===== src/rtl/sp7_pkg.sv =====
// Shared types and constants of the seven-point stencil matrix-vector block.
// No dependencies; every other file but sp7_ram imports this package.
package sp7_pkg;

  localparam int VALUE_W   = 32;  // Q16.16 words
  localparam int COORD_W   = 4;   // cell coordinate fields
  localparam int EXTENT_W  = 5;   // extent registers
  localparam int CFG_IDX_W = 2;   // register index on the config channel
  localparam int ACC_W     = 64;  // product and accumulator width
  localparam int FRAC_W    = 16;  // fraction bits of Q16.16
  localparam int TAPS      = 7;   // stencil points
  localparam int DRAIN_CYCLES = 3;  // multiply, round, accumulate

  localparam int GRID_X_DEFAULT = 16;
  localparam int GRID_Y_DEFAULT = 16;
  localparam int GRID_Z_DEFAULT = 16;

  localparam logic [EXTENT_W-1:0] EXTENT_RESET = EXTENT_W'(16);

  // config register indexes
  localparam logic [CFG_IDX_W-1:0] REG_EXTENT_X = CFG_IDX_W'(0);
  localparam logic [CFG_IDX_W-1:0] REG_EXTENT_Y = CFG_IDX_W'(1);
  localparam logic [CFG_IDX_W-1:0] REG_EXTENT_Z = CFG_IDX_W'(2);

  typedef enum logic [2:0] {
    TAP_C, TAP_W, TAP_E, TAP_S, TAP_N, TAP_B, TAP_T
  } tap_e;

  typedef enum logic [1:0] {
    ST_IDLE, ST_RUN, ST_DRAIN, ST_DONE
  } st_e;

  typedef struct packed {
    logic we;
    logic re;
  } ram_req_t;

  typedef struct packed {
    logic clear;      // new compute item: clear accumulator
    logic capture;    // latch coefficients
    logic tap_valid;  // a read was issued for tap_sel this cycle
    tap_e tap_sel;
  } mac_ctl_t;

endpackage


===== src/rtl/sp7_mac.sv =====
// Multiply-round-accumulate pipeline for the stencil taps plus saturation.
// Depends on sp7_pkg.
module sp7_mac import sp7_pkg::*; (
  input  logic                      clk,
  input  logic                      rst,
  input  mac_ctl_t                  mac_ctl,
  input  logic signed [VALUE_W-1:0] coef_in [TAPS],
  input  logic        [VALUE_W-1:0] rdata,
  output logic signed [VALUE_W-1:0] sum_sat
);

  logic signed [VALUE_W-1:0] coef [TAPS];
  logic signed [VALUE_W-1:0] coef_pick;
  logic                      v1, v2, v3;
  tap_e                      sel1;
  logic signed [ACC_W-1:0]   prod, term, acc;

  always_ff @(posedge clk) begin
    if (mac_ctl.capture) begin
      coef <= coef_in;
    end
  end

  always_comb begin
    case (sel1)
      TAP_C:   coef_pick = coef[TAP_C];
      TAP_W:   coef_pick = coef[TAP_W];
      TAP_E:   coef_pick = coef[TAP_E];
      TAP_S:   coef_pick = coef[TAP_S];
      TAP_N:   coef_pick = coef[TAP_N];
      TAP_B:   coef_pick = coef[TAP_B];
      TAP_T:   coef_pick = coef[TAP_T];
      default: coef_pick = '0;
    endcase
  end

  always_ff @(posedge clk) begin
    if (rst) begin
      v1   <= 1'b0;
      v2   <= 1'b0;
      v3   <= 1'b0;
      sel1 <= TAP_C;
      acc  <= '0;
    end else begin
      v1   <= mac_ctl.tap_valid;
      sel1 <= mac_ctl.tap_sel;
      v2   <= v1;
      v3   <= v2;
      if (mac_ctl.clear) begin
        acc <= '0;
      end else if (v3) begin
        acc <= acc + term;
      end
    end
  end

  // round half up to Q.16: add half an lsb, floor shift
  always_ff @(posedge clk) begin
    prod <= ACC_W'($signed(rdata)) * ACC_W'(coef_pick);
    term <= (prod + ACC_W'(64'sd32768)) >>> FRAC_W;
  end

  always_comb begin
    if (acc > ACC_W'(64'sd2147483647)) begin
      sum_sat = {1'b0, {(VALUE_W-1){1'b1}}};
    end else if (acc < -ACC_W'(64'sd2147483648)) begin
      sum_sat = {1'b1, {(VALUE_W-1){1'b0}}};
    end else begin
      sum_sat = acc[VALUE_W-1:0];
    end
  end

endmodule

===== config.mk =====
export PLATFORM = sky130hd
export DESIGN_NAME = sp7_mac
export DESIGN_NICKNAME = d
export VERILOG_FILES = /design/src/rtl/sp7_pkg.sv /design/src/rtl/sp7_mac.sv
export SDC_FILE = /design/constraint.sdc
export NUM_CORES = 2
export LEC_CHECK = 0
export BUFFER_PORTS_ARGS = -buffer_cell sky130_fd_sc_hd__buf_2
export CAP_MARGIN = 20
export CORE_ASPECT_RATIO = 1.4
export CORE_MARGIN = 2
export CORE_UTILIZATION = 65
export CTS_CLUSTER_DIAMETER = 50
export DETAILED_ROUTE_END_ITERATION = 12
export HOLD_SLACK_MARGIN = 0.05
export PLACE_DENSITY = 0.84
export SKIP_CTS_REPAIR_TIMING = 1
export SYNTH_ARGS = -nofsm -noshare
export SYNTH_HDL_FRONTEND = slang
export SYNTH_SLANG_ARGS = --single-unit

===== constraint.sdc =====
create_clock -name clk -period 14.6 [get_ports clk]
set_input_delay 2.19 -clock clk [delete_from_list [all_inputs] [get_ports clk]]
set_output_delay 2.19 -clock clk [all_outputs]
set_load 0.01 [all_outputs]

# After elaboration in Yosys (flattened, before gate mapping)
# Index checks and enable logic that the tools add are counted.
word_totals:
  out_inout_bits: 32
  ff_bits: 406
  elab_cells: 30
op_classes:
  eq_ne: 6
  mul: 1
  reduce_logical: 2
  add_sub_neg: 2
  muxes: 3
  magnitude_cmp: 2
ops:
  columns: ["op", "n"]
  rows:
  - ["$pmux 32 s7", 1]
  - ["$add 64x17->64 const B", 1]
  - ["$add 64x48->64", 1]
  - ["$gt 64x32->1 const B", 1]
  - ["$lt 64x32->1 const B", 1]
  - ["$mul 32x32->64", 1]
  - ["$mux 32", 2]
  - ["$eq 3x3->1 const B", 3]
  - ["$eq 3x2->1 const B", 2]
  - ["$eq 3x1->1 const B", 1]
  - ["$logic_not 3->1", 1]
  - ["$reduce_or 2->1", 1]

# Longest topological paths before layout
logic_depth:
  ltp_word: 3
  depth_mapped: 39

# Worst setup path before layout
# OpenSTA, ideal clock, no wires.
synth_path:
  path_type: "in2reg"
  start: "input port rdata[31]"
  end: "register prod[63]"
  stages: 30
  path_buffers: 1
  slack_ns: 5.273
  required_time_ns: 14.479
  setup_time_ns: 0.121
  arrival_ns: 9.206
  cell_sequence: "clkbuf_1 -> nand2_1 -> inv_1 -> fa_1 -> inv_1 -> fa_1 -> inv_1 -> fa_1 -> fa_1 -> inv_1 -> fa_1 -> inv_1 -> fa_1 -> inv_1 -> fa_1 -> fa_1 -> inv_1 -> ha_1 -> a21o_1 -> a21o_1 -> a21oi_1 -> o221a_2 -> o21ai_0 -> a21oi_1 -> nor2b_1 -> o21ai_0 -> nand2b_1 -> a21oi_1 -> o21ai_1 -> xnor2_1"
synth_via:
  elab_chain_cells: 1
synth_rtl:
  columns: ["item", "line", "text"]
  rows:
  - ["start: declaration", "sp7_mac.sv:8", "input logic [VALUE_W-1:0] rdata,"]
  - ["$mul 32x32->64", "sp7_mac.sv:59", "prod <= ACC_W'($signed(rdata)) * ACC_W'(coef_pick);"]
  - ["end signal: assignment", "sp7_mac.sv:59", null]
  - ["end: declaration", "sp7_mac.sv:16", "logic signed [ACC_W-1:0] prod, term, acc;"]
# Every way passes these cells.
# A chain may end at the register's enable or synchronous reset.

# Worst setup path after layout
layout_path:
  start: "register sel1[1]"
  end: "register prod[51]"
layout_via:
  elab_chain_cells: 3
  elab_cells_between_ends: 9
  classes_between: "mul: 1; eq/ne: 6; mux: 1; reduce/logical: 1"
layout_rtl:
  columns: ["item", "line", "text"]
  rows:
  - ["start: declaration", "sp7_mac.sv:15", "tap_e sel1;"]
  - ["start signal: assignment", "sp7_mac.sv:46", "sel1 <= mac_ctl.tap_sel;"]
  - ["$eq 3x3->1, or another cell as far along", "sp7_mac.sv:25", "case (sel1)"]
  - ["$pmux 32 s7 *", "sp7_mac.sv:25", null]
  - ["$mul 32x32->64 *", "sp7_mac.sv:59", null]
# Every way passes the cells marked *; elsewhere a longest branch is shown, timed or not.

==> impl_results.md <==
* Status: complete, no violations
* Final global-route overflow total at 0
* Post-route setup TNS at 0 ns
* Bufs on Longest Clock Path at 3
* # IOs at 296
* Data arrival time of the worst path at 11.13 ns
* DR vias/cell at 5.958
* Routability cong. at 0.9466
* CP Max Fanout at 48
* Initial Utilization at 65.43%
* WP buf/inv at 5
* Initial antenna violation count at 16
* Worst-Margin Slew at 1.105 ns
* Residual DRC count at 0
* Hold Vio Cnt, Final at 0
* Commonest non-fill, non-tap cell in the layout: fa_1
* FF-to-FF End: prod[51]
* #FFs+latches synth at 391
* Detailed Route Iter0 Violations at 3281
* Post-synthesis sequential area ratio at 18.93%
* Fmax achieved at 0.09398 GHz
* DRT Pass-1 Iters at 5
* Die Span Y at 342.5 um
* Crit Path Class: flip-flop to flip-flop
* Yosys top cell by area: fa_1
* Die ar. at 84180 um^2
* IO buf count at 295
* Std-Cell Rows at 124
* Max-Cap Viols at 0
* Post-DR wirelength/cell at 21.88 um
* EDFF count, synth at 224
* Critical Path Max Stage Delay at 0.83 ns
* Final Core Density at 70.46%
* Fin area at 57280 um^2
* Number of global-route vias before repair at 44170
* Ys Warns at 0
* Hold depth at 1
* Most frequent cells in the layout: fa_1, inv_1, nand2_1
* Register-to-Register Path Depth at 30
* # setup viols final at 0
* Post-Syn Area at 53200 um^2
* Clock Pin Slew Worst Setup and Hold Paths at 0.07 ns
* Root Driver: clkbuf_16
* Total CTS buffers at 44
* Routed Antenna Nets at 0
* Synthesized Nets at 6922
* WHS Endpoint: term[36]
* Width of the chip at 245.8 um
* Yosys cell types at 77
* Total track usage at 35.78%
* Synth area leaders: fa_1, edfxtp_1, inv_1, dfxtp_1, ha_1
* Skew final at 0.06368 ns
* H-Tree Depth at 2
* DP Area at 55620 um^2
* Slew Viols, Final at 0
* Worst setup SP type: flip-flop
* Slowest cell on the critical path: o221ai_2
* Tcrit/Tclk final at 72.88%
* Slew HR at 26.33%
* Endpoint class of the critical path: flip-flop
* RSZ-0062 raised after global routing: no
* CTS tree: done
* Synth Area per Inst at 9.977 um^2
* Core area at 81300 um^2
* Prevailing post-synth register cell: edfxtp_1
* CP top delay family: compound AO/OA/AOI/OAI gates
* HP Class: flip-flop to flip-flop
* Post-Route WL at 144200 um
* Share of layout cells above drive strength 1 at 9.320%
* Levels on crit path at 30
* R2R Setup Slk at 3.96 ns
* RR Startpoint: sel1[1]
* Yosys top cell area share at 40.72%
* Clk sinks at 391
* P&R area growth vs syn at 7.684%
* CP required at 15.09 ns
* Asr flop ratio synth at 0%
* Tmin final at 10.64 ns
* Hold Crit Start: prod[52]
* CP dominant cell by count: fa_1
* Synth Instances at 5332
* Vias after detailed routing at 39270
* Clock latency on the worst-skew pair at 0.63 ns
* First-pass GRT wire length at 230100 um
* Largest net degree at the start of global routing at 141
* Post-DP HPWL at 107500 um
* Nets at 7060
-- cells in the mapped netlist, types with 79 or more instances --
master and n:
a21oi_1 146, and2_1 326, clkbuf_1 251, dfxtp_1 167, edfxtp_1 224, fa_1 1082, ha_1 244, inv_1 1035
nand2_1 628, nor2_1 180, nor2b_1 201, o21ai_0 79, xnor2_1 111
-- stage by stage --
step	cells	setup slack (ns)	hold WS, ns
after floorplan	5332	5.273	0.4095
after global placement	6493	4.223	0.4323
after detailed placement	6494	4.097	0.4383
after CTS	6574	4.033	0.4457
after global routing	6589	3.557	0.4481
final	6591	3.960	0.4446
-- cell families after synthesis --
logic type / share of synthesized area [%]
AND/OR/NAND/NOR: 14.50
adder cells (fa/ha/maj): 46.46
buffers and inverters: 9.215
AO/OA/AOI/OAI: 5.958
flip-flops: 18.93
XOR/XNOR: 2.717
multiplexers: 2.227
-- worst reg2reg max path, delay by kind of cell, from the launching register on --
family                   cells  cell delay (ns)
adder cells (fa/ha/maj)      9             3.79
XOR/XNOR                     1             0.16
flip-flops                   1             0.54
AND/OR/NAND/NOR              2             0.57
buffers and inverters        5             1.26
AO/OA/AOI/OAI               13             4.20
-- routing by layer --
layer  global-route usage (%)  vias up  part of all wire (%)  routed length (um)
met4                    24.79        4                   8.4               12110
met1                    40.06    19590                    33               47390
met5                   0.1153        -                 0.017                  25
met2                    61.38     2307                    50               71960
li1                         -    16580                     -                   -
met3                    7.136      786                   8.8               12730
-- worst max path at each step --
stage | from | to | slack (ns)
finish | sel1[1] | prod[51] | 3.96
global route | sel1[1] | prod[63] | 3.56
CTS | sel1[0] | prod[63] | 4.03
detailed placement | sel1[0] | prod[63] | 4.10
global placement | rdata[31] | prod[63] | 4.22
floorplan | rdata[31] | prod[63] | 5.27
-- state kept, by name (all words and copies together), names as in the netlist --
signal	flops
v3	1
acc	64
term	48
prod	49
v2	1
sel1	3
coef	224
v1	1
-- final cells by class --
class	instances	area [um^2]
antenna	16	40.04
clock buffer	55	1152
clock inverter	25	459.2
fill	5727	24010
inverter	1038	3896
multi-input combinational	3639	38360
sequential	391	10080
tap	1071	1340
timing repair buffer	356	1954
Power is not shown: default switching activity piles up to over one toggle a cycle in this logic, so the estimate is an artifact.
