### src/rtl/sp7_pkg.sv
// Shared types and constants of the seven-point stencil matrix-vector block.
// No dependencies; every other file but sp7_ram imports this package.
package sp7_pkg;

  localparam int VALUE_W   = 32;  // Q16.16 words
  localparam int COORD_W   = 4;   // cell coordinate fields
  localparam int EXTENT_W  = 5;   // extent registers
  localparam int CFG_IDX_W = 2;   // register index on the config channel
  localparam int ACC_W     = 64;  // product and accumulator width
  localparam int FRAC_W    = 16;  // fraction bits of Q16.16
  localparam int TAPS      = 7;   // stencil points
  localparam int DRAIN_CYCLES = 3;  // multiply, round, accumulate

  localparam int GRID_X_DEFAULT = 16;
  localparam int GRID_Y_DEFAULT = 16;
  localparam int GRID_Z_DEFAULT = 16;

  localparam logic [EXTENT_W-1:0] EXTENT_RESET = EXTENT_W'(16);

  // config register indexes
  localparam logic [CFG_IDX_W-1:0] REG_EXTENT_X = CFG_IDX_W'(0);
  localparam logic [CFG_IDX_W-1:0] REG_EXTENT_Y = CFG_IDX_W'(1);
  localparam logic [CFG_IDX_W-1:0] REG_EXTENT_Z = CFG_IDX_W'(2);

  typedef enum logic [2:0] {
    TAP_C, TAP_W, TAP_E, TAP_S, TAP_N, TAP_B, TAP_T
  } tap_e;

  typedef enum logic [1:0] {
    ST_IDLE, ST_RUN, ST_DRAIN, ST_DONE
  } st_e;

  typedef struct packed {
    logic we;
    logic re;
  } ram_req_t;

  typedef struct packed {
    logic clear;      // new compute item: clear accumulator
    logic capture;    // latch coefficients
    logic tap_valid;  // a read was issued for tap_sel this cycle
    tap_e tap_sel;
  } mac_ctl_t;

endpackage

### src/rtl/sp7_ctrl.sv
// Sequencer: takes items, writes loads, walks the seven stencil taps on the
// single RAM port and hands the result over. Depends on sp7_pkg.
module sp7_ctrl import sp7_pkg::*; #(
  parameter int GRID_X = GRID_X_DEFAULT,
  parameter int GRID_Y = GRID_Y_DEFAULT,
  parameter int GRID_Z = GRID_Z_DEFAULT,
  parameter int AW     = $clog2(GRID_X * GRID_Y * GRID_Z)
) (
  input  logic                clk,
  input  logic                rst,
  input  logic                item_valid,
  input  logic                item_action,
  input  logic [COORD_W-1:0]  item_x,
  input  logic [COORD_W-1:0]  item_y,
  input  logic [COORD_W-1:0]  item_z,
  input  logic [EXTENT_W-1:0] ext_x,
  input  logic [EXTENT_W-1:0] ext_y,
  input  logic [EXTENT_W-1:0] ext_z,
  input  logic                out_free,
  output logic                item_ready,
  output ram_req_t            ram_req,
  output logic [AW-1:0]       ram_addr,
  output mac_ctl_t            mac_ctl,
  output logic                result_load
);

  localparam int NW = COORD_W + 1;  // neighbor coordinate, may reach 16 or -1

  function automatic logic [EXTENT_W-1:0] eff_ext(input logic [EXTENT_W-1:0] r,
                                                  input int lim);
    logic [EXTENT_W-1:0] e;
    if (r == '0) e = EXTENT_W'(1);
    else if (32'(r) > lim) e = EXTENT_W'(lim);
    else e = r;
    return e;
  endfunction

  st_e                 st, st_next;
  tap_e                tap, tap_next;
  logic [1:0]          drain, drain_next;
  logic [COORD_W-1:0]  cx, cy, cz;
  logic [TAPS-1:0]     en;
  logic [TAPS-1:0]     en_new;
  logic [EXTENT_W-1:0] ex, ey, ez;
  logic                accept, in_ext, load_ok;
  logic [NW-1:0]       nx, ny, nz;
  logic [AW-1:0]       addr_rd, addr_ld;

  assign ex = eff_ext(ext_x, GRID_X);
  assign ey = eff_ext(ext_y, GRID_Y);
  assign ez = eff_ext(ext_z, GRID_Z);

  assign item_ready = (st == ST_IDLE);
  assign accept     = item_valid && item_ready;

  // tap enables of a new compute item
  always_comb begin
    in_ext = (EXTENT_W'(item_x) < ex) && (EXTENT_W'(item_y) < ey) &&
             (EXTENT_W'(item_z) < ez);
    en_new[TAP_C] = in_ext;
    en_new[TAP_W] = in_ext && (item_x != '0);
    en_new[TAP_E] = in_ext && ((EXTENT_W'(item_x) + EXTENT_W'(1)) < ex);
    en_new[TAP_S] = in_ext && (item_y != '0);
    en_new[TAP_N] = in_ext && ((EXTENT_W'(item_y) + EXTENT_W'(1)) < ey);
    en_new[TAP_B] = in_ext && (item_z != '0);
    en_new[TAP_T] = in_ext && ((EXTENT_W'(item_z) + EXTENT_W'(1)) < ez);
  end

  // loads outside the store are dropped
  assign load_ok = (32'(item_x) < GRID_X) && (32'(item_y) < GRID_Y) &&
                   (32'(item_z) < GRID_Z);
  assign addr_ld = AW'((32'(item_z) * GRID_Y + 32'(item_y)) * GRID_X + 32'(item_x));

  // neighbor coordinates of the current tap
  always_comb begin
    nx = NW'(cx);
    ny = NW'(cy);
    nz = NW'(cz);
    case (tap)
      TAP_W:   nx = NW'(cx) - NW'(1);
      TAP_E:   nx = NW'(cx) + NW'(1);
      TAP_S:   ny = NW'(cy) - NW'(1);
      TAP_N:   ny = NW'(cy) + NW'(1);
      TAP_B:   nz = NW'(cz) - NW'(1);
      TAP_T:   nz = NW'(cz) + NW'(1);
      default: ;
    endcase
  end
  assign addr_rd = AW'((32'(nz) * GRID_Y + 32'(ny)) * GRID_X + 32'(nx));

  always_ff @(posedge clk) begin
    if (rst) begin
      st    <= ST_IDLE;
      tap   <= TAP_C;
      drain <= '0;
      en    <= '0;
    end else begin
      st    <= st_next;
      tap   <= tap_next;
      drain <= drain_next;
      if (accept && item_action) begin
        en <= en_new;
      end
    end
  end

  always_ff @(posedge clk) begin
    if (accept && item_action) begin
      cx <= item_x;
      cy <= item_y;
      cz <= item_z;
    end
  end

  always_comb begin
    st_next     = st;
    tap_next    = tap;
    drain_next  = drain;
    result_load = 1'b0;
    ram_req.we  = 1'b0;
    ram_req.re  = 1'b0;
    ram_addr    = addr_ld;
    mac_ctl.clear     = 1'b0;
    mac_ctl.capture   = 1'b0;
    mac_ctl.tap_valid = 1'b0;
    mac_ctl.tap_sel   = tap;
    unique case (st)
      ST_IDLE: begin
        if (accept) begin
          if (item_action) begin
            mac_ctl.clear   = 1'b1;
            mac_ctl.capture = 1'b1;
            tap_next        = TAP_C;
            st_next         = ST_RUN;
          end else begin
            ram_req.we = load_ok;
          end
        end
      end
      ST_RUN: begin
        ram_addr          = addr_rd;
        ram_req.re        = en[tap];
        mac_ctl.tap_valid = en[tap];
        if (tap == TAP_T) begin
          drain_next = '0;
          st_next    = ST_DRAIN;
        end else begin
          tap_next = tap_e'(tap + 3'd1);
        end
      end
      ST_DRAIN: begin
        if (32'(drain) == DRAIN_CYCLES - 1) begin
          st_next = ST_DONE;
        end else begin
          drain_next = drain + 2'd1;
        end
      end
      ST_DONE: begin
        if (out_free) begin
          result_load = 1'b1;
          st_next     = ST_IDLE;
        end
      end
      default: st_next = ST_IDLE;
    endcase
  end

endmodule

### config.mk
export PLATFORM = sky130hd
export DESIGN_NAME = sp7_ctrl
export DESIGN_NICKNAME = d
export VERILOG_FILES = /design/src/rtl/sp7_pkg.sv /design/src/rtl/sp7_ctrl.sv
export SDC_FILE = /design/constraint.sdc
export NUM_CORES = 1
export LEC_CHECK = 0
export BUFFER_PORTS_ARGS = -buffer_cell sky130_fd_sc_hd__buf_2
export CORE_MARGIN = 2
export CORE_UTILIZATION = 56
export CTS_CLUSTER_SIZE = 28
export DETAILED_ROUTE_END_ITERATION = 12
export GPL_TIMING_DRIVEN = 0
export PLACE_DENSITY = 0.79
export REMOVE_ABC_BUFFERS = 1
export SLEW_MARGIN = 20
export SYNTH_ARGS = -nofsm -noshare
export SYNTH_HDL_FRONTEND = slang
export SYNTH_SLANG_ARGS = --single-unit
### constraint.sdc
create_clock -name clk -period 4.5 [get_ports clk]
set_input_delay 0.45 -clock clk [delete_from_list [all_inputs] [get_ports clk]]
set_output_delay 0.45 -clock clk [all_outputs]
set_load 0.05 [all_outputs]
# Yosys cells after proc, flatten, opt, wreduce, memory -nomap -nowiden

Cells that the tools add are included.

Flip-flop bits (word level): 26
Input bits: 32
Output and inout port bits: 22
Word-level logic and storage cells: 105

Add/subtract/negate cells: 15
Magnitude comparators: 10
Equal/unequal tests: 17
Mux-type cells: 34
Reduce and logical (&&, ||, !) cells: 22

Operators with widths:

| kind                                                  | number |
|---|---|
| two-way mux 5 bit                                     | 6 |
| adder 4 x 1 -> 5 bit (second input constant)          | 5 |
| two-way mux 2 bit                                     | 10 |
| one-hot mux 5 bit (2 select lines)                    | 2 |
| greater-than comparator 5 bit (second input constant) | 3 |
| zero test 5 bit                                       | 3 |
| less-than comparator 4 x 5 -> 1 bit                   | 3 |
| less-than comparator 5 bit                            | 3 |
| adder 12 x 4 -> 12 bit                                | 1 |
| adder 12 x 5 -> 12 bit                                | 1 |
| two-way mux 12 bit                                    | 1 |
| inequality test 2 bit (second input constant)         | 6 |
| nonzero test 4 bit                                    | 3 |
| logical AND 1 bit                                     | 10 |
| subtractor 4 x 1 -> 5 bit (second input constant)     | 2 |
| == test 3 bit (second input constant)                 | 3 |
| two-way mux 3 bit                                     | 3 |
| adder 8 x 4 -> 8 bit                                  | 1 |
| adder 8 x 5 -> 8 bit                                  | 1 |
| one-hot mux 2 bit (4 select lines)                    | 1 |
| one-hot mux 4 bit (2 select lines)                    | 1 |
| two-way mux 1 bit                                     | 7 |
| == test 2 bit (second input constant)                 | 3 |
| == test 3 x 2 -> 1 bit (second input constant)        | 2 |
| other kinds (16)                                      | 17 |

# Logic depth before layout (Yosys ltp)

Gate-level depths: netlist (run 1).

Depth in word-level cells: 7
Depth in mapped cells: 16

# Least setup slack after synthesis (run 1)

No wires, ideal clock.

Path kind: flip-flop to output port
Start point: reg tap[0]
End point: out ram_addr[11]
Arrival time: 4109 ps
Data required time: 4050 ps
Slack: -59 ps
Cell stages (with the launch flop): 16
Cell sequence: dfxtp_1 -> inv_1 -> ha_1 -> buf_2 -> nand2b_1 -> ha_1 -> a21o_1 -> a21oi_1 -> xnor2_1 -> nor2b_1 -> ha_1 -> nor4bb_1 -> a41oi_1 -> and4bb_2 -> xnor2_1 -> a21oi_1

Word-level cells in the longest chain between the ends: 5
Elaborated cells on any way between the ends: 12
Those cells by class: add/sub: 2; eq/ne: 6; mux: 4

Ends and longest elaborated chain:

| item                                                                                            | RTL line        | RTL |
|---|---|---|
| start, declared                                                                                 | sp7_ctrl.sv:39  | `tap_e tap, tap_next;` |
| start signal, assigned                                                                          | sp7_ctrl.sv:99  | `tap <= tap_next;` |
| == test 3 bit / == test 3 x 2 -> 1 bit (equally long branches)                                  | sp7_ctrl.sv:79  | `case (tap)` |
| one-hot mux 5 bit (2 select lines) / one-hot mux 4 bit (2 select lines) (equally long branches) | sp7_ctrl.sv:79  |  |
| adder 8 x 5 -> 8 bit                                                                            | sp7_ctrl.sv:89  | `assign addr_rd = AW'((32'(nz) * GRID_Y + 32'(ny)) * GRID_X + 32'(nx));` |
| adder 12 x 5 -> 12 bit (*)                                                                      | sp7_ctrl.sv:89  |  |
| two-way mux 12 bit (*)                                                                          | sp7_ctrl.sv:127 | `unique case (st)` |
| end, declared                                                                                   | sp7_ctrl.sv:22  | `output logic [AW-1:0] ram_addr,` |

Mark *: on every way between the ends. The rest lies on a longest branch, timed or not.

# Final worst setup path (run 1)

Ends and elaborated chain as after synthesis.

==> metrics, run 1 <==
DRT antenna net count 0; worst hold margin 0.437 ns; hpwl dp 4650 um; CTS clk-pin slew, worst paths 0.09 ns; fmax 237 MHz; routed len/inst 13.2 um; final hold viol count 0; DR vias 2400; outcome complete, no violations; setup ws final 0.276 ns; dpl ws 0.344 ns; GRT overflow 0; VDD IR max 0.139 mV; htree depth 1; post-synth top area cell ha_1; Pre-antenna DRT Iters 4; Max Slew Vio Count 0; Period Utilization, post-route 93.9%; Mean Syn Cell Area 8.65 um^2; first-pass GRT wire length 9790 um; initial antenna violation count 0; Yosys Warn Count 0; standard-cell rows 25; antenna cells 0; clk_lat worst skew 0.27 ns; Initial Utilization 58.2%; Die H 74.1 um; CTS sink cnt 26; Final GP Congestion 0.877; clk_skew 0.00654 ns; Layout Cells excl Fill 433; fin crit period 4.22 ns; Slew headroom 37.2%; CP arrival 3.77 ns; Via-to-Cell Ratio 5.54; Crit Path Max Fanout 9; top-level port count 54; EDFF count, synth 12; commonest register cell after synthesis dfxtp_1; Port Buffers 53; die width 74.1 um; GRT Overall Usage 22.3%; Max-Cap Viols 0; Core Box Area 0.00472 mm^2; Num CTS Buffers 3; Worst Tran Pin Value 0.942 ns; post-synth cell types 52; CTS root buf clkbuf_8; die area 0.00549 mm^2; Gate Count Post-Synth 318; DRT Wirelength 5720 um; Pwr per Cell Area 367 mW/mm^2; Final Setup Violations 0; CTS tree yes; drt drc 0; mapped cell area 0.00275 mm^2; ys async rst share 0%; RSZ-0062 raised after global routing false; worst endpoint required time 4.05 ns; flops & latches, synth 26; leak pwr 1.42 nW; Setup crit start kind register; Post-Layout Inst Area 0.00313 mm^2; share of cells above drive strength 1 18.9%; 1st-iter DRT viols 49; largest net degree at the start of global routing 30; Layout Area Growth over Synthesis 14.0%; worst setup path class reg -> out; CP endpoint kind output port; worst min-delay path class in -> reg; Seq/Total Area, Yosys 23.3%; post-synth top area share 21.8%; Longest Clk Path Bufs 2; Area contributors post-synth ha_1 (22%), edfxtp_1 (13%), dfxtp_1 (10%); Layout Nets 450; Post-Place Cell Area 0.00305 mm^2; dpl cells 429; number of global-route vias before repair 2244; post-cts hold buffer count 0
==> routing by layer <==
layer | share of wire [%] | GRT usage (%)
met5 | 0 | 0
met2 | 47 | 37.7
met1 | 48 | 30.5
met3 | 3.6 | 2.57
met4 | 1.1 | 5.45
==> worst max-delay path, cell delays in order (launching register included) <==
cell      delay (ns)
dfxtp_1         0.41
inv_1           0.15
ha_2            0.30
nand2b_2        0.15
fa_1            0.42
a21o_1          0.17
a21oi_1         0.17
xnor2_1         0.12
nor2b_1         0.14
ha_1            0.22
nor4bb_1        0.29
a41oi_2         0.11
and4bb_2        0.37
xnor2_1         0.07
a21oi_1         0.15
clkbuf_4        0.25
==> layout by cell type (no fill, tap or decap), types with 2 or more instances in the layout <==
master,n
nor4_1,2
fa_1,3
o211ai_1,4
nand2b_1,3
a21o_1,7
nand2_1,31
nand3_1,9
nor3b_1,3
xor2_1,10
edfxtp_1,12
clkbuf_8,3
dfxtp_1,14
mux2i_1,10
o21ai_0,20
nor2b_1,4
o221ai_1,2
nand4_1,3
a21oi_1,26
and3_1,6
nor2_1,21
buf_2,52
inv_1,24
xnor2_1,12
mux2_2,3
a211oi_1,2
ha_1,47
nor3_1,5
==> power by group <==
group	internal [W]	switching, W
logic	0.000210	0.000464
clock network	0.0000967	0.0000739
registers	0.000279	0.0000262
==> final cells by class <==
| type | count | area, um^2 |
|---|---|---|
| Tap cell | 67 | 83.8 |
| Fill cell | 405 | 1590 |
| Inverter | 24 | 90.1 |
| Multi-Input combinational cell | 259 | 1990 |
| Sequential cell | 26 | 641 |
| Timing Repair Buffer | 53 | 268 |
| Clock buffer | 4 | 66.3 |
==> cell usage after synthesis, types with 2 or more instances <==
| library cell | number |
|---|---|
| clkbuf_1 | 5 |
| dfxtp_1 | 14 |
| buf_4 | 3 |
| xor2_1 | 10 |
| a211oi_1 | 2 |
| nor2_1 | 21 |
| nand2b_1 | 4 |
| o221ai_1 | 2 |
| mux2i_1 | 10 |
| nor2b_1 | 4 |
| edfxtp_1 | 12 |
| a21o_1 | 7 |
| o21ai_0 | 20 |
| nand4_1 | 3 |
| nor3b_1 | 3 |
| a21oi_1 | 26 |
| nor3_1 | 5 |
| nor4_1 | 2 |
| and3_1 | 6 |
| xnor2_1 | 12 |
| nand2_1 | 31 |
| ha_1 | 48 |
| mux2_2 | 3 |
| fa_1 | 3 |
| o211ai_1 | 4 |
| nand3_1 | 9 |
| inv_1 | 24 |
==> sequential cells by signal, summed over array words and instances, names as in the netlist <==
signal	count
en	7
cx	4
cy	4
cz	4
tap	3
drain	2
st	2
==> cell families after synthesis <==
logic type      after synthesis  share of synthesized area [%]
mux                          15                           6.51
xor+xnor                     22                           7.01
fa+ha+maj                    51                           24.0
flops                        26                           23.3
buf+inv                      33                           4.96
simple gates                 97                           17.6
compound gates               74                           16.7
==> through the flow <==
step / utilization, % / total power [W] / TNS [ns]
2_1_floorplan: - / 0.000832 / -0.0212
3_3_place_gp: 64.6 / 0.000969 / 0
3_5_place_dp: 64.6 / 0.000981 / 0
4_1_cts: 66.0 / 0.00115 / 0
5_1_grt: 66.4 / 0.00123 / 0
6_report: 66.4 / 0.00115 / 0
==> worst paths after layout <==
kind / start / end / slack, ns / cells after the start
max: tap[0] / ram_addr[11] / 0.28 / 15
min: item_x[0] / cx[0] / 0.44 / 1
max reg2reg: st[0] / en[4] / 2.05 / 8
min reg2reg: en[4] / en[4] / 0.46 / 2
==> repair_timing <==
| action | 4_1_cts | 5_1_grt |
|---|---|---|
| setup buffers | 0 | 0 |
| hold endpoints to repair | 0 | 0 |
| setup endpoints to repair | 0 | 2 |
| resized for setup | 0 | 4 |
Note: power is estimated with default switching activity, not from simulation.
==> run 2, diff against run 1 <==
Settings changed: CORE_UTILIZATION 56 to 40, GPL_TIMING_DRIVEN 0 to default, PLACE_DENSITY 0.79 to 0.59.
==> run 2 against run 1 <==
Effect of this change:
- clock skew fell by 0.0046 ns
- combinational power rose by 0.6%
- sequential cell count did not move
- non-clock buffer count did not move
- largest cell class unchanged
==> metrics, run 2 (synthesis gave the netlist of run 1 again) <==
Reg area 643 um^2 (+0.39%); Slew headroom 35.9% (-1.3 points); Port Buffers 53 (unchanged); number of global-route vias before repair 2335 (+4.1%); Crit Path Max Fanout 9 (unchanged); final hold viol count 0 (unchanged); area of the multi-input gates 0.00198 mm^2 (-0.13%); most common cell after layout, fill and taps aside buf_2; CTS root buf clkbuf_8; GRT overflow 0 (unchanged); CP endpoint kind output port; standard-cell rows 30 (+20%); Layout Nets 450 (unchanged); share of cells above drive strength 1 18.9% (unchanged); Max-Cap Viols 0 (unchanged); DRT antenna net count 0 (unchanged); Worst Tran Pin Value 0.961 ns (+0.0199 ns); Final Setup Violations 0 (unchanged); clk_skew 0.00195 ns (-0.00458 ns); drt drc 0 (unchanged); outcome complete, no violations; die width 86.9 um (+17%); Num CTS Buffers 3 (unchanged); Final GP Congestion 0.828 (-5.6%); largest net degree at the start of global routing 30 (unchanged); top-level port count 54 (unchanged); first-pass GRT wire length 10500 um (+7.7%); Top reg by flops en; initial antenna violation count 0 (unchanged); post-cts hold buffer count 0 (unchanged); Pre-antenna DRT Iters 4 (unchanged); Layout Area Growth over Synthesis 13.8%; Setup crit start kind register; Die H 86.9 um (+17%); fin crit period 4.21 ns (-0.0186 ns); DR vias 2376 (-1.0%); most frequent cells in the layout buf_2 (52), ha_1 (47), nand2_1 (31); die area 0.00755 mm^2 (+38%); postcts setup bufs 0 (unchanged); Longest Clk Path Bufs 2 (unchanged); DRT Wirelength 6110 um (+6.8%); Via-to-Cell Ratio 5.33 (-3.9%); Period Utilization, post-route 93.5% (-0.41 points); setup ws final 0.295 ns (+0.0186 ns); htree depth 1 (unchanged); CTS sink cnt 26 (unchanged); CP arrival 3.76 ns (about the same); hpwl dp 4990 um (+7.3%); fmax 238 MHz (+0.44%); Initial Utilization 40.9% (-17 points); worst endpoint required time 4.05 ns (about the same); Core Box Area 0.00672 mm^2 (+42%); clk_lat worst skew 0.27 ns (about the same); worst min-delay path class in -> reg; worst setup path class reg -> out; Pwr per Cell Area 357 mW/mm^2 (-2.6%); worst hold margin 0.429 ns (-0.00840 ns); antenna cells 0 (unchanged); GRT Overall Usage 17.1% (-5.2 points); routed len/inst 13.7 um (+3.7%); CTS clk-pin slew, worst paths 0.09 ns (about the same); 1st-iter DRT viols 83 (+69%); VDD IR max 0.138 mV (-0.94%); leak pwr 1.41 nW (-0.73%); fillers 655 (+62%); Max Slew Vio Count 0 (unchanged); CTS tree yes; dpl ws 0.390 ns (+0.0455 ns); max FFs per register 7 (unchanged); RSZ-0062 raised after global routing false
## run 2: cell counts in the layout (fill, tap and decap cells not counted)
Identical to the previous run, type by type.
## run 2: worst paths after layout
path	startpoint	end	slack (ns)	depth (start not counted)
setup / recovery	tap[0]	ram_addr[11]	0.29	15
hold / removal	item_y[0]	cy[0]	0.43	1
setup reg to reg	st[0]	en[4]	2.03	8
hold reg to reg	en[6]	en[6]	0.47	2
## run 2: power by group
group          leakage, nW  total, W  internal (W)  switching (W)
clock               0.0228  0.000134     0.0000633      0.0000710
combinational         1.16  0.000677      0.000210       0.000467
sequential           0.226  0.000307      0.000280      0.0000274
## run 2: per-layer routing
| layer | GRT usage [%] | part of all wire, % | up-vias |
|---|---|---|---|
| li1 | - | - | 1237 |
| met1 | 24.0 | 51 | 1089 |
| met2 | 28.9 | 45 | 44 |
| met3 | 0.853 | 2.1 | 6 |
| met4 | 4.26 | 1.3 | 0 |
| met5 | 0 | 0 | - |
## run 2: area by class of cell
| type | instances | share of cell area [%] |
|---|---|---|
| timing repair buffer | 53 | 8.56 |
| clock buffer | 4 | 1.44 |
| tap | 80 | 3.20 |
| inverter | 24 | 2.88 |
| multi-input combinational | 259 | 63.4 |
| sequential | 26 | 20.6 |
## run 2: repair_timing
action | in CTS | in global routing
resized for setup | 0 | 5
endpoints found under the hold margin | 0 | 0
setup endpoints to repair | 0 | 3
## run 2: critical path: stages (launching register included)
cell	delay, ns
dfxtp_2	0.38
inv_1	0.12
ha_2	0.27
nand2b_1	0.19
fa_1	0.45
a21o_1	0.17
a21oi_1	0.17
xnor2_1	0.13
nor2b_1	0.15
ha_1	0.22
nor4bb_1	0.32
a41oi_2	0.11
and4bb_2	0.34
xnor2_1	0.06
a21oi_1	0.14
clkbuf_4	0.25
## run 2: through the flow
stage | cells | total power (W) | util [%] | setup TNS, ns | area [um^2]
CTS | 446 | 0.00113 | 46.4 | 0 | 3110
global placement | 442 | 0.000983 | 45.7 | 0 | 3070
finish | 446 | 0.00112 | 46.6 | 0 | 3130
detailed placement | 442 | 0.000990 | 45.7 | 0 | 3070
global route | 446 | 0.00121 | 46.6 | 0 | 3130
floorplan | 309 | 0.000832 | - | -0.0212 | 2700
==> run 3, diff against run 2 <==
Settings changed: ABC_AREA from default to 1, CORE_MARGIN 2 to 5, GPL_ROUTABILITY_DRIVEN from default to 1, PLACE_DENSITY 0.59 to 0.58.
==> run 3 against run 2 <==
Effect of this change:
- sequential cell count is the same
- wire length up 24%
- core utilization grew 0.89 points
- global-route usage is 1.1 points lower
- setup slack gained 0.14 ns
- combinational power rose by 43%
- cell count is 32% higher
==> metrics, run 3 <==
post-cts resize count 0 (unchanged); fmax 246 MHz (+3.3%); fillers 774 (+18%); worst min-delay path class in -> reg; Yosys Warn Count 0 (unchanged); Period Utilization, post-route 90.4% (-3.0 points); largest net degree at the start of global routing 26 (-13%); dpl ws 0.731 ns (+0.342 ns); Core Box Area 0.00733 mm^2 (+9.1%); Layout Nets 574 (+28%); fin crit period 4.07 ns (-0.135 ns); postcts setup bufs 0 (unchanged); RSZ-0062 raised after global routing false; Seq pwr share 22.3% (-5.2 points); Max-Cap Viols 0 (unchanged); max FFs per register 7 (unchanged); first-pass GRT wire length 12900 um (+22%); EDFF count, synth 12 (unchanged); clk_lat worst skew 0.28 ns (about the same); number of global-route vias before repair 2831 (+21%); flops & latches, synth 26 (unchanged); count leader, synth nand2_1; Reg area 641 um^2 (-0.39%); multiplexer area fraction after synthesis 0% (-6.5 points); mapped cell area 0.00306 mm^2 (+11%); area of the multi-input gates 0.00214 mm^2 (+7.8%); worst-path cell chain inv_1, ha_1, nand2_4, inv_1, fa_1, inv_1, a21oi_1, o21bai_1, nand2_1, a22oi_1, ha_1, ha_1, inv_1, nand3_1, nand2_1, nor2_1, nand3_1, nand2_1, nand3_1, nand2_1, buf_2; cell-internal power 0.000673 W (+22%); die area 0.00949 mm^2 (+26%); post-cts hold buffer count 0 (unchanged); post-synthesis simple-gate area fraction 33.8% (+16 points); Mean Syn Cell Area 6.97 um^2 (-19%); routed len/inst 12.9 um (-6.1%); setup TNS 0 ns (unchanged); final hold viol count 0 (unchanged); CTS clk-pin slew, worst paths 0.10 ns (about the same); GRT Overall Usage 16.0% (-1.1 points); Setup crit start kind register; 1st-iter DRT viols 102 (+23%); setup ws final 0.430 ns (+0.135 ns); Synth Area in XOR/XNOR 2.86% (-4.1 points); sw frac 54.3% (+3.8 points); hpwl dp 6350 um (+27%); Layout Area Growth over Synthesis 13.8% (about the same); largest family of logic cells by synthesized area simple AND/OR/NAND/NOR gates; outcome complete, no violations; Port Buffers 53 (unchanged); htree depth 1 (unchanged); CTS tree yes; max incr delay on CP 0.45 ns (about the same); worst endpoint required time 4.05 ns (about the same); Die H 97.4 um (+12%); CTS sink cnt 26 (unchanged); DRT Wirelength 7570 um (+24%); initial antenna violation count 0 (unchanged); top-level port count 54 (unchanged); antenna cells 0 (unchanged); Top reg by flops en; Final GP Congestion 0.880 (+6.3%); Crit Path Max Fanout 8 (-1); adder and majority gate portion of the synthesized area 21.6% (-2.4 points); most common cell after layout, fill and taps aside nand2_1; post-synthesis compound-gate area fraction 11.6% (-5.0 points); Initial Utilization 41.7% (+0.78 points); CTS root buf clkbuf_8; worst path bufs/invs 5 (+3); CP arrival 3.62 ns (-0.14 ns); CP endpoint kind output port; standard-cell rows 31 (+3.3%); worst setup path class reg -> out; Comb pwr share 65.6% (+5.1 points); DR vias 2993 (+26%); DRT antenna net count 0 (unchanged); post-synth top area share 19.6% (-2.2 points); most frequent cells in the layout nand2_1 (105), inv_1 (59), buf_2 (53); Area contributors post-synth ha_1 (20%), nand2_1 (13%), edfxtp_1 (12%); GRT overflow 0 (unchanged); share of cells above drive strength 1 15.9% (-2.9 points); drt drc 0 (unchanged); Pre-antenna DRT Iters 4 (unchanged); commonest cells in the netlist nand2_1 (105), inv_1 (59), nand3_1 (50); NetSw 0.000800 W (+42%); critical path's top delay family adder cells; post-synth top area cell ha_1; Num CTS Buffers 3 (unchanged); Final Setup Violations 0 (unchanged); Gate Count Post-Synth 439 (+38%); Pwr per Cell Area 423 mW/mm^2 (+18%); post-synth cell types 41 (-21%); ys async rst share 0% (unchanged); die width 97.4 um (+12%); CP max-delay cell dfxtp_1; Clock Power Share 12.1% (about the same); Slew headroom 59.1% (+23 points); Longest Clk Path Bufs 2 (unchanged); leak pwr 1.77 nW (+25%); Worst Tran Pin Value 0.613 ns (-0.348 ns); VDD IR max 0.182 mV (+32%); Seq/Total Area, Yosys 20.9% (-2.3 points); Via-to-Cell Ratio 5.08 (-4.6%); Max Slew Vio Count 0 (unchanged); clk_skew 0.00301 ns (+0.00106 ns); commonest register cell after synthesis dfxtp_1
run 3: cell count changes after synthesis, sizes merged, moves of 6 or more:
cell,previous run,this run
and3,7,1
nand3,9,52
mux2i,11,0
xnor2,12,1
nand2,31,115
nor2,21,41
inv,24,62
a21o,7,0
run 3: cells by family after synthesis:
logic type,after synthesis
flops,26
simple gates,221
xor+xnor,10
compound gates,62
buf+inv,69
fa+ha+maj,51
run 3: stage by stage:
stage,hold slack (ns),utilization [%],total power (W),area (um^2),instances
after floorplan,0.436,-,0.00108,3020,432
after global placement,0.456,46.6,0.00129,3410,585
after detailed placement,0.457,46.6,0.00130,3410,585
after CTS,0.378,47.5,0.00148,3480,589
after global routing,0.385,47.5,0.00161,3480,589
final,0.381,47.5,0.00147,3480,589
run 3: metal layers:
layer | wire [um] | track usage (%) | vias to the layer above
li1 | - | - | 1562
met1 | 3630 | 21.9 | 1360
met2 | 3440 | 26.4 | 59
met3 | 307 | 1.51 | 12
met4 | 191 | 5.54 | 0
met5 | 0 | 0 | -
run 3: worst paths after layout:
kind | start | endpoint | slack [ns] | depth (start not counted)
setup / recovery | tap[0] | ram_addr[11] | 0.43 | 21
hold / removal | item_x[3] | cx[3] | 0.38 | 1
setup reg to reg | st[0] | en[4] | 2.40 | 10
hold reg to reg | en[4] | en[4] | 0.47 | 2
run 3: power by group through the flow:
stage	combinational (W)	clock (W)	sequential [W]
finish	0.000965	0.000178	0.000329
global route	0.00109	0.000188	0.000336
CTS	0.000972	0.000182	0.000330
detailed placement	0.000969	0	0.000336
global placement	0.000961	0	0.000333
floorplan	0.000728	0	0.000349
run 3: cell type report:
class / instances / share of cell area [%]
tap: 99 / 3.56
timing repair buffer: 54 / 7.84
sequential: 26 / 18.4
inverter: 62 / 6.83
multi-input combinational: 344 / 61.5
clock buffer: 4 / 1.91
